## src/hdl/digital_input_auto_error_reset_assert.svh

```systemverilog
// Assertion macros for the digital input auto error reset block.
// Included by the top level; expects a clock named i_clk and a reset named i_rst_n.
`ifndef DIGITAL_INPUT_AUTO_ERROR_RESET_ASSERT_SVH
`define DIGITAL_INPUT_AUTO_ERROR_RESET_ASSERT_SVH

// Check a property on every rising clock edge once reset is released.
`define DIRE_ASSERT(label, prop, msg) \
    label: assert property (@(posedge i_clk) disable iff (!i_rst_n) prop) else $error(msg);

// Check that a condition leads to a consequence in the next cycle.
`define DIRE_ASSERT_NEXT(label, cond, conseq, msg) \
    label: assert property (@(posedge i_clk) disable iff (!i_rst_n) \
        (cond) |=> (conseq)) else $error(msg);

`endif

```

## src/hdl/dire_pkg.sv

```systemverilog
// Shared types and constants for the digital input auto error reset block.
// No dependencies; used by dire_chan, dire_oreg and the top level.
`timescale 1ns / 1ps

package dire_pkg;

    // Fixed field widths.
    localparam int BITS_W     = 8;
    localparam int PAIRS_W    = 4;
    localparam int LATCH_W    = 16;
    localparam int TIMER_W    = 18;
    localparam int CFG_IDX_W  = 3;
    localparam int CFG_DATA_W = 16;

    // Register indexes of the configuration port.
    localparam logic [CFG_IDX_W-1:0] CFG_ENABLE   = 3'd0;
    localparam logic [CFG_IDX_W-1:0] CFG_DUAL     = 3'd1;
    localparam logic [CFG_IDX_W-1:0] CFG_DISABLED = 3'd2;
    localparam logic [CFG_IDX_W-1:0] CFG_LATCH    = 3'd3;

    // Amount taken off the recovery timer on each tick, and its floor.
    localparam logic signed [TIMER_W-1:0] TICK_MS   = 18'sd4;
    localparam logic signed [TIMER_W-1:0] TIMER_MIN = -18'sd4;

    // Per-channel machine state.
    typedef enum logic [1:0] {
        ST_CHECK    = 2'd0,
        ST_ERROR    = 2'd1,
        ST_RECOVERY = 2'd2
    } t_chan_state;

    // Per-tick control for one channel cell.
    typedef struct packed {
        logic step;       // process this tick
        logic dual;       // pair runs in dual mode
        logic odd;        // odd channel of its pair
        logic qual_self;
        logic qual_other;
        logic act_self;
        logic act_other;
    } t_chan_ctl;

    // Per-tick result of one channel cell.
    typedef struct packed {
        logic reset_flag;
        logic fault;
    } t_chan_res;

endpackage

```

## src/hdl/dire_chan.sv

```systemverilog
// One channel's check / error / recovery machine with its latch timer.
// Depends on dire_pkg.
`timescale 1ns / 1ps

module dire_chan (
    input  logic                           i_clk,
    input  logic                           i_rst_n,
    input  dire_pkg::t_chan_ctl            i_ctl,
    input  logic [dire_pkg::LATCH_W-1:0]   i_latch_time,
    output dire_pkg::t_chan_res            o_res
);
    import dire_pkg::*;

    t_chan_state               r_state, n_state;
    logic signed [TIMER_W-1:0] r_timer, n_timer;
    logic signed [TIMER_W-1:0] w_dec;
    logic                      w_q_ok, w_any_active, w_odd_dual;

    // Combine the bits of both channels when the pair runs in dual mode.
    assign w_q_ok       = i_ctl.dual ? (i_ctl.qual_self & i_ctl.qual_other) : i_ctl.qual_self;
    assign w_any_active = i_ctl.dual ? (i_ctl.act_self | i_ctl.act_other) : i_ctl.act_self;
    assign w_odd_dual   = i_ctl.dual & i_ctl.odd;

    // Recovery decrement, clamped at the floor.
    always_comb begin
        w_dec = r_timer - TICK_MS;
        if (w_dec < TIMER_MIN) begin
            w_dec = TIMER_MIN;
        end
    end

    // Next state, timer and per-tick result.
    always_comb begin
        n_state          = r_state;
        n_timer          = r_timer;
        o_res.reset_flag = 1'b0;
        o_res.fault      = 1'b0;
        if (i_ctl.step) begin
            unique case (r_state)
                ST_CHECK: begin
                    if (!w_odd_dual && !w_q_ok) begin
                        n_state = ST_ERROR;
                    end
                end
                ST_ERROR: begin
                    if (w_odd_dual) begin
                        o_res.fault = 1'b1;
                    end else if (!w_any_active) begin
                        n_timer = $signed({{(TIMER_W-LATCH_W){1'b0}}, i_latch_time});
                        n_state = ST_RECOVERY;
                    end
                end
                ST_RECOVERY: begin
                    n_timer = w_dec;
                    if (w_odd_dual) begin
                        o_res.fault = 1'b1;
                    end else if (w_any_active) begin
                        n_state = ST_ERROR;
                    end else if (w_dec <= $signed({TIMER_W{1'b0}})) begin
                        n_state          = ST_CHECK;
                        o_res.reset_flag = 1'b1;
                    end
                end
                default: begin
                    // Unused state code: report it and hold.
                    o_res.fault = 1'b1;
                end
            endcase
        end
    end

    // State and timer registers.
    always_ff @(posedge i_clk) begin
        if (!i_rst_n) begin
            r_state <= ST_CHECK;
            r_timer <= '0;
        end else begin
            r_state <= n_state;
            r_timer <= n_timer;
        end
    end

endmodule

```

## src/hdl/dire_oreg.sv

```systemverilog
// Result register that holds one beat until the downstream side takes it.
// Depends on dire_pkg.
`timescale 1ns / 1ps

module dire_oreg (
    input  logic                         i_clk,
    input  logic                         i_rst_n,
    input  logic                         i_load,
    input  logic [dire_pkg::BITS_W-1:0]  i_flags,
    input  logic                         i_fault,
    input  logic                         i_ready,
    output logic                         o_valid,
    output logic [dire_pkg::BITS_W-1:0]  o_flags,
    output logic                         o_fault,
    output logic                         o_free
);
    import dire_pkg::*;

    logic              r_valid;
    logic [BITS_W-1:0] r_flags;
    logic              r_fault;

    // The slot can take a new beat when empty or when its beat leaves now.
    assign o_free  = !r_valid || i_ready;
    assign o_valid = r_valid;
    assign o_flags = r_flags;
    assign o_fault = r_fault;

    // Valid flag.
    always_ff @(posedge i_clk) begin
        if (!i_rst_n) begin
            r_valid <= 1'b0;
        end else if (i_load) begin
            r_valid <= 1'b1;
        end else if (i_ready) begin
            r_valid <= 1'b0;
        end
    end

    // Payload.
    always_ff @(posedge i_clk) begin
        if (i_load) begin
            r_flags <= i_flags;
            r_fault <= i_fault;
        end
    end

endmodule

```

## src/hdl/digital_input_auto_error_reset.sv

```systemverilog
// Top level of the digital input auto error reset block: configuration registers,
// channel cells and result register. Depends on dire_pkg, dire_chan, dire_oreg.
//
//   Channel   Handshake                 Payload
//   input     i_valid / o_ready         i_qualifier_ok_bits, i_input_active_bits
//   result    o_valid / i_ready         o_reset_flags, o_fault
//   config    i_cfg_valid / o_cfg_ready i_cfg_index, i_cfg_data
//
// One tick per cycle: a beat is taken when the result register is empty or being
// emptied, each enabled cell updates in the cycle its beat is accepted, and the
// result appears in the result register on the next cycle. Synchronous active-low
// reset puts every channel in check with a zero timer and clears the config and
// valid registers; no clearing pass is needed. While the feature is disabled, beats
// are taken and dropped with the state held. Config writes are always ready.
`timescale 1ns / 1ps

module digital_input_auto_error_reset #(
    parameter int NUM_CHANNELS = 8
) (
    input  logic                            i_clk,
    input  logic                            i_rst_n,
    input  logic                            i_valid,
    output logic                            o_ready,
    input  logic [dire_pkg::BITS_W-1:0]     i_qualifier_ok_bits,
    input  logic [dire_pkg::BITS_W-1:0]     i_input_active_bits,
    output logic                            o_valid,
    input  logic                            i_ready,
    output logic [dire_pkg::BITS_W-1:0]     o_reset_flags,
    output logic                            o_fault,
    input  logic                            i_cfg_valid,
    output logic                            o_cfg_ready,
    input  logic [dire_pkg::CFG_IDX_W-1:0]  i_cfg_index,
    input  logic [dire_pkg::CFG_DATA_W-1:0] i_cfg_data
);
    import dire_pkg::*;

    `include "digital_input_auto_error_reset_assert.svh"

    logic               r_enable;
    logic [PAIRS_W-1:0] r_dual;
    logic [PAIRS_W-1:0] r_disabled;
    logic [LATCH_W-1:0] r_latch;

    logic               w_accept, w_free, w_cfg_we;
    logic               w_drop;
    logic [BITS_W-1:0]  w_flags;
    logic               w_fault;
    t_chan_ctl          w_ctl [NUM_CHANNELS];
    t_chan_res          w_res [NUM_CHANNELS];

    assign o_cfg_ready = 1'b1;
    assign w_cfg_we    = i_cfg_valid;
    assign o_ready     = w_free;
    assign w_accept    = i_valid && w_free;

    // Configuration registers.
    always_ff @(posedge i_clk) begin
        if (!i_rst_n) begin
            r_enable   <= 1'b0;
            r_dual     <= '0;
            r_disabled <= '0;
            r_latch    <= '0;
        end else if (w_cfg_we) begin
            unique case (i_cfg_index)
                CFG_ENABLE:   r_enable   <= i_cfg_data[0];
                CFG_DUAL:     r_dual     <= i_cfg_data[PAIRS_W-1:0];
                CFG_DISABLED: r_disabled <= i_cfg_data[PAIRS_W-1:0];
                CFG_LATCH:    r_latch    <= i_cfg_data[LATCH_W-1:0];
                default: begin
                    // Writes beyond the register list are ignored.
                end
            endcase
        end
    end

    // Channel cells; each reads its own bits and its pair partner's bits.
    for (genvar gi = 0; gi < NUM_CHANNELS; gi++) begin : g_chan
        localparam int PAIR  = gi / 2;
        localparam int OTHER = gi ^ 1;

        assign w_ctl[gi].step       = w_accept && r_enable && !r_disabled[PAIR];
        assign w_ctl[gi].dual       = r_dual[PAIR];
        assign w_ctl[gi].odd        = ((gi % 2) != 0);
        assign w_ctl[gi].qual_self  = i_qualifier_ok_bits[gi];
        assign w_ctl[gi].qual_other = i_qualifier_ok_bits[OTHER];
        assign w_ctl[gi].act_self   = i_input_active_bits[gi];
        assign w_ctl[gi].act_other  = i_input_active_bits[OTHER];

        dire_chan u_chan (
            .i_clk        (i_clk),
            .i_rst_n      (i_rst_n),
            .i_ctl        (w_ctl[gi]),
            .i_latch_time (r_latch),
            .o_res        (w_res[gi])
        );
    end

    // Gather the reset flags and the fault bit of all channels.
    always_comb begin
        w_flags = '0;
        w_fault = 1'b0;
        for (int k = 0; k < NUM_CHANNELS; k++) begin
            w_flags[k] = w_res[k].reset_flag;
            w_fault    = w_fault | w_res[k].fault;
        end
    end

    // Result register: a beat is produced only while the feature is enabled.
    dire_oreg u_oreg (
        .i_clk   (i_clk),
        .i_rst_n (i_rst_n),
        .i_load  (w_accept && r_enable),
        .i_flags (w_flags),
        .i_fault (w_fault),
        .i_ready (i_ready),
        .o_valid (o_valid),
        .o_flags (o_reset_flags),
        .o_fault (o_fault),
        .o_free  (w_free)
    );

    // A beat taken while disabled, with no result leaving in the same cycle.
    assign w_drop = w_accept && !r_enable && !(o_valid && i_ready);

    // A full result register that is stalled must block the input.
    `DIRE_ASSERT(a_stall_blocks, (o_valid && !i_ready) |-> !o_ready, "stall not applied")
    // An accepted beat while enabled always yields a result.
    `DIRE_ASSERT_NEXT(a_enabled_result, w_accept && r_enable, o_valid, "result missing")
    // A beat taken while disabled leaves the result side untouched.
    `DIRE_ASSERT_NEXT(a_disabled_drop, w_drop, o_valid == $past(o_valid), "beat made result")
    // Flags above the channel count are never set.
    `DIRE_ASSERT(a_flags_range, o_valid |-> ((o_reset_flags >> NUM_CHANNELS) == '0), "stray flag")

endmodule

```

## config.mk

```make
export PLATFORM = sky130hd
export DESIGN_NAME = digital_input_auto_error_reset
export DESIGN_NICKNAME = d
export VERILOG_FILES = /design/src/hdl/dire_pkg.sv /design/src/hdl/dire_chan.sv /design/src/hdl/dire_oreg.sv /design/src/hdl/digital_input_auto_error_reset.sv
export VERILOG_INCLUDE_DIRS = /design/src /design/src/hdl
export SDC_FILE = /design/constraint.sdc
export NUM_CORES = 1
export LEC_CHECK = 0
export BUFFER_PORTS_ARGS = -buffer_cell sky130_fd_sc_hd__buf_2
export CAP_MARGIN = 30
export CORE_UTILIZATION = 58
export DETAILED_ROUTE_END_ITERATION = 10
export PLACE_DENSITY = 0.76
export SYNTH_ARGS = -nofsm -noshare
export SYNTH_HDL_FRONTEND = slang
export SYNTH_SLANG_ARGS = --single-unit
```

## constraint.sdc

```tcl
create_clock -name i_clk -period 4.7 [get_ports i_clk]
set_clock_uncertainty 0.15 [all_clocks]
set_input_delay 0 -clock i_clk [delete_from_list [all_inputs] [get_ports i_clk]]
set_output_delay 0 -clock i_clk [all_outputs]
set_load 0.005 [all_outputs]
```

==> flow_summary_export.csv <==
group,metric,value,unit
logic_synthesis,yosysTopAreaCell,"dfxtp_1",
layout,area_growth,8.987,%
layout,nFillCells,2060,
clocking,cts-buffers-inserted,17,
worst_setup_path,required,4930,ps
logic_synthesis,synth_edf_count,9,
worst_setup_path,cp-start-kind,"register",
power,power_leakage,0.005595,uW
routing,ant_nets,0,
power,vdd_drop_max,0.2002,mV
sta,hold_viol,0,
routing,drcViolationCount,0,
logic_synthesis,yosysMostFrequentCell,"nand2_1",
sta,tns,0,ps
layout,finish.instance_area,0.01483,mm2
logic_synthesis,synth_nets,1893,
run_status,status,"finished, final reports clean",
worst_setup_path,worstSetupPathType,"reg2reg",
logic_synthesis,synth_cells,1817,
worst_setup_path,reg2reg_slack,170,ps
placed_design,gp_routability_congestion,0.9475,
clocking,clock_path_buffers,2,
sta,slew_headroom,32.92,%
placed_design,dp_hpwl,28050,um
job,cap_violations,0,
worst_setup_path,critPathMaxStageDelay,530,ps
sta,slew_violations,0,
worst_setup_path,endpoint_kind,"register",
power,pwr_density_cell,217.7,mW/mm2
logic_synthesis,ys_async_sr_fraction,0,%
routing,viasPerCell,6.632,
sta,worstMarginPinSlew,1006,ps
clocking,cts-root-buf,"clkbuf_16",
worst_setup_path,worstPathArrival,4760,ps
layout,final_cells,2125,
worst_setup_path,cp_cell_sequence,"inv_1 > ha_1 > or3b_4 > or3_1 > a211oi_1 > a41oi_1 > or4_1 > ha_1 > nor4b_1 > nand4_1 > or3b_1 > a2111o_1 > a221oi_2 > mux2i_1",
sta,rsz0062_at_grt,"no",
floorplanning,dieWidth,155.1,um
clocking,clk_latency,440,ps
logic_synthesis,ys_types,94,
logic_synthesis,ys_warn_count,0,
worst_setup_path,crit_path_frequent_cell,"ha_1",
global_routing,grt.total_usage,34.22,%
layout,diodes,0,
min_path,holdCritPathClass,"in2reg",
floorplanning,die-area,0.02407,mm2
logic_synthesis,synthTopCellsByArea,"dfxtp_1 (27%), a21oi_1 (7.1%), nand2_1 (5.4%)",
clocking,cts.sinks,195,
logic_synthesis,ys_seq_elements,195,
logic_synthesis,ys.flop_type,"dfxtp_1",
placed_design,place_inst,2051,
clocking,htreeDepth,4,
sta,setup_violations,0,
global_routing,grt_overflow,0,
routing,drt-pass1-iter-count,8,
floorplanning,rows,55,
layout,layout-drive-gt1-share,9.547,%
layout,layout.nets,1875,
clocking,clk_pin_slew,80,ps
logic_synthesis,synth_top_area_share,27.37,%
routing,vias,14090,
logic_synthesis,netlist_area,0.01360,mm2
sta,fmax,0.2209,GHz
logic_synthesis,synth_common_cells,"nand2_1 (195), a21oi_1 (192), dfxtp_1 (186)",
clocking,cts_tree,"done",
routing,wl_per_cell,19.40,um
placed_design,port_buffers,50,
worst_setup_path,worstPathMaxFanout,6,
floorplanning,chipHeight,155.1,um
global_routing,grt_max_degree,75,
sta,period_share,96.34,%
placed_design,place_area,0.01382,mm2
sta,whs,5.365,ps
global_routing,antenna_found_initial,0,
floorplanning,fp.coreArea,0.02285,mm2
routing,totalWireLength,41220,um
routing,drt_iter0_markers,1539,
power,power,3227,uW
logic_synthesis,yosysSeqAreaShare,29.36,%
sta,min_period,4528,ps
global_routing,grt_pass1_wl,65960,um
logic_synthesis,avgSynthCellArea,7.487,um2
floorplanning,num_io_pins,52,
global_routing,grt_pass1_vias,12400,
worst_setup_path,slowest_stage,"or4_1",
floorplanning,initial_core_util,59.54,%
-- registers in the layout, summed over array words and instances (netlist names) --
| name | cells |
|---|---|
| u_oreg.o_valid | 1 |
| u_oreg.o_flags | 8 |
| g_chan.u_chan.r_timer | 144 |
| r_disabled | 4 |
| g_chan.u_chan.r_state | 16 |
| r_dual | 4 |
| r_enable | 1 |
| u_oreg.o_fault | 1 |
| r_latch | 16 |
-- metrics by stage --
| stage | utilization (%) | setup WS [ps] |
|---|---|---|
| after floorplan | - | 463.4 |
| after global placement | 60.47 | 298.1 |
| after detailed placement | 60.50 | 224.8 |
| after CTS | 64.76 | 201.7 |
| after global routing | 64.89 | 11.70 |
| final | 64.89 | 172.1 |
-- cell families after synthesis --
family | count (synthesis) | synth area share (%)
xor gates and xnor gates | 62 | 3.992
DFF | 195 | 29.36
buffers and inverters | 225 | 6.632
other | 1 | 0.02757
and+or+nand+nor | 730 | 28.27
adders and majority gates | 36 | 3.311
AOI/OAI and AO/OA | 554 | 27.38
muxes | 14 | 1.030
-- final timing paths --
check,cells after the start,end,startpoint
hold reg to reg,2,g_chan[4].u_chan.r_timer[16]$_SDFFE_PN0P_,g_chan[4].u_chan.r_timer[16]$_SDFFE_PN0P_
hold / removal,5,r_enable$_SDFFE_PN0P_,i_cfg_index[2]
setup reg to reg,14,g_chan[7].u_chan.r_state[1]$_SDFFE_PN0P_,g_chan[7].u_chan.r_timer[3]$_SDFFE_PN0P_
setup / recovery,14,g_chan[7].u_chan.r_state[1]$_SDFFE_PN0P_,g_chan[7].u_chan.r_timer[3]$_SDFFE_PN0P_
-- report_power, final --
group          switching, uW  internal [uW]  total (uW)
Clock                    659            745        1400
Sequential              19.8           1670        1690
Combinational           80.6           55.4         136
Total                    759           2470        3230
-- per-layer routing --
metal  up-vias  wire length [um]  GRT usage (%)
met4         0              1194          12.26
met5         -                 0              0
li1       6717                 -              -
met1      6681             18240          47.80
met3        83              3205          3.788
met2       613             18580          54.46
-- layout make-up --
type	count	area (um2)	share of cell area, %
Clock buffer	20	446.7	3.013
Clock inverter	12	106.4	0.7174
Inverter	65	246.5	1.663
Multi-Input combinational cell	1397	8737	58.93
Sequential cell	195	3994	26.94
Tap cell	313	391.6	2.642
Timing Repair Buffer	123	903.4	6.093
-- cells in the final DEF, fill, tap and decap left out, types with 12 or more instances in the layout --
cell	n
nand2_1	195
a21oi_1	192
dfxtp_1	186
nor2_1	172
inv_1	62
nor3_1	60
o21ai_0	59
buf_2	50
nand3_1	47
a211oi_1	45
dlygate4sd3_1	42
ha_1	36
xor2_1	32
buf_4	31
nor4_1	30
xnor2_1	30
o22ai_1	29
or3_1	27
nand2b_1	26
a31oi_1	24
o211ai_1	23
a32oi_1	23
nand4_1	22
o221ai_1	21
o221a_2	21
nor2b_1	18
clkbuf_16	17
or4_1	15
nor4b_1	15
nand3b_1	14
mux2i_1	14
nand4b_1	13
and3_1	12
a221oi_1	12
-- critical path: cells and delay by family (launching register included) --
kind / cells / cell delay, ps
compound gates: 4 / 1030
mux: 1 / 200
buf+inv: 1 / 80
fa+ha+maj: 2 / 570
flops: 1 / 380
simple gates: 6 / 2070
-- timing repair --
item,in CTS,in global routing
gates resized for setup,0,7
hold buffers,42,0
setup buffers,0,0
setup endpoints to repair,0,4
hold endpoints to repair,54,0
Power figures use the tool's default switching activity.
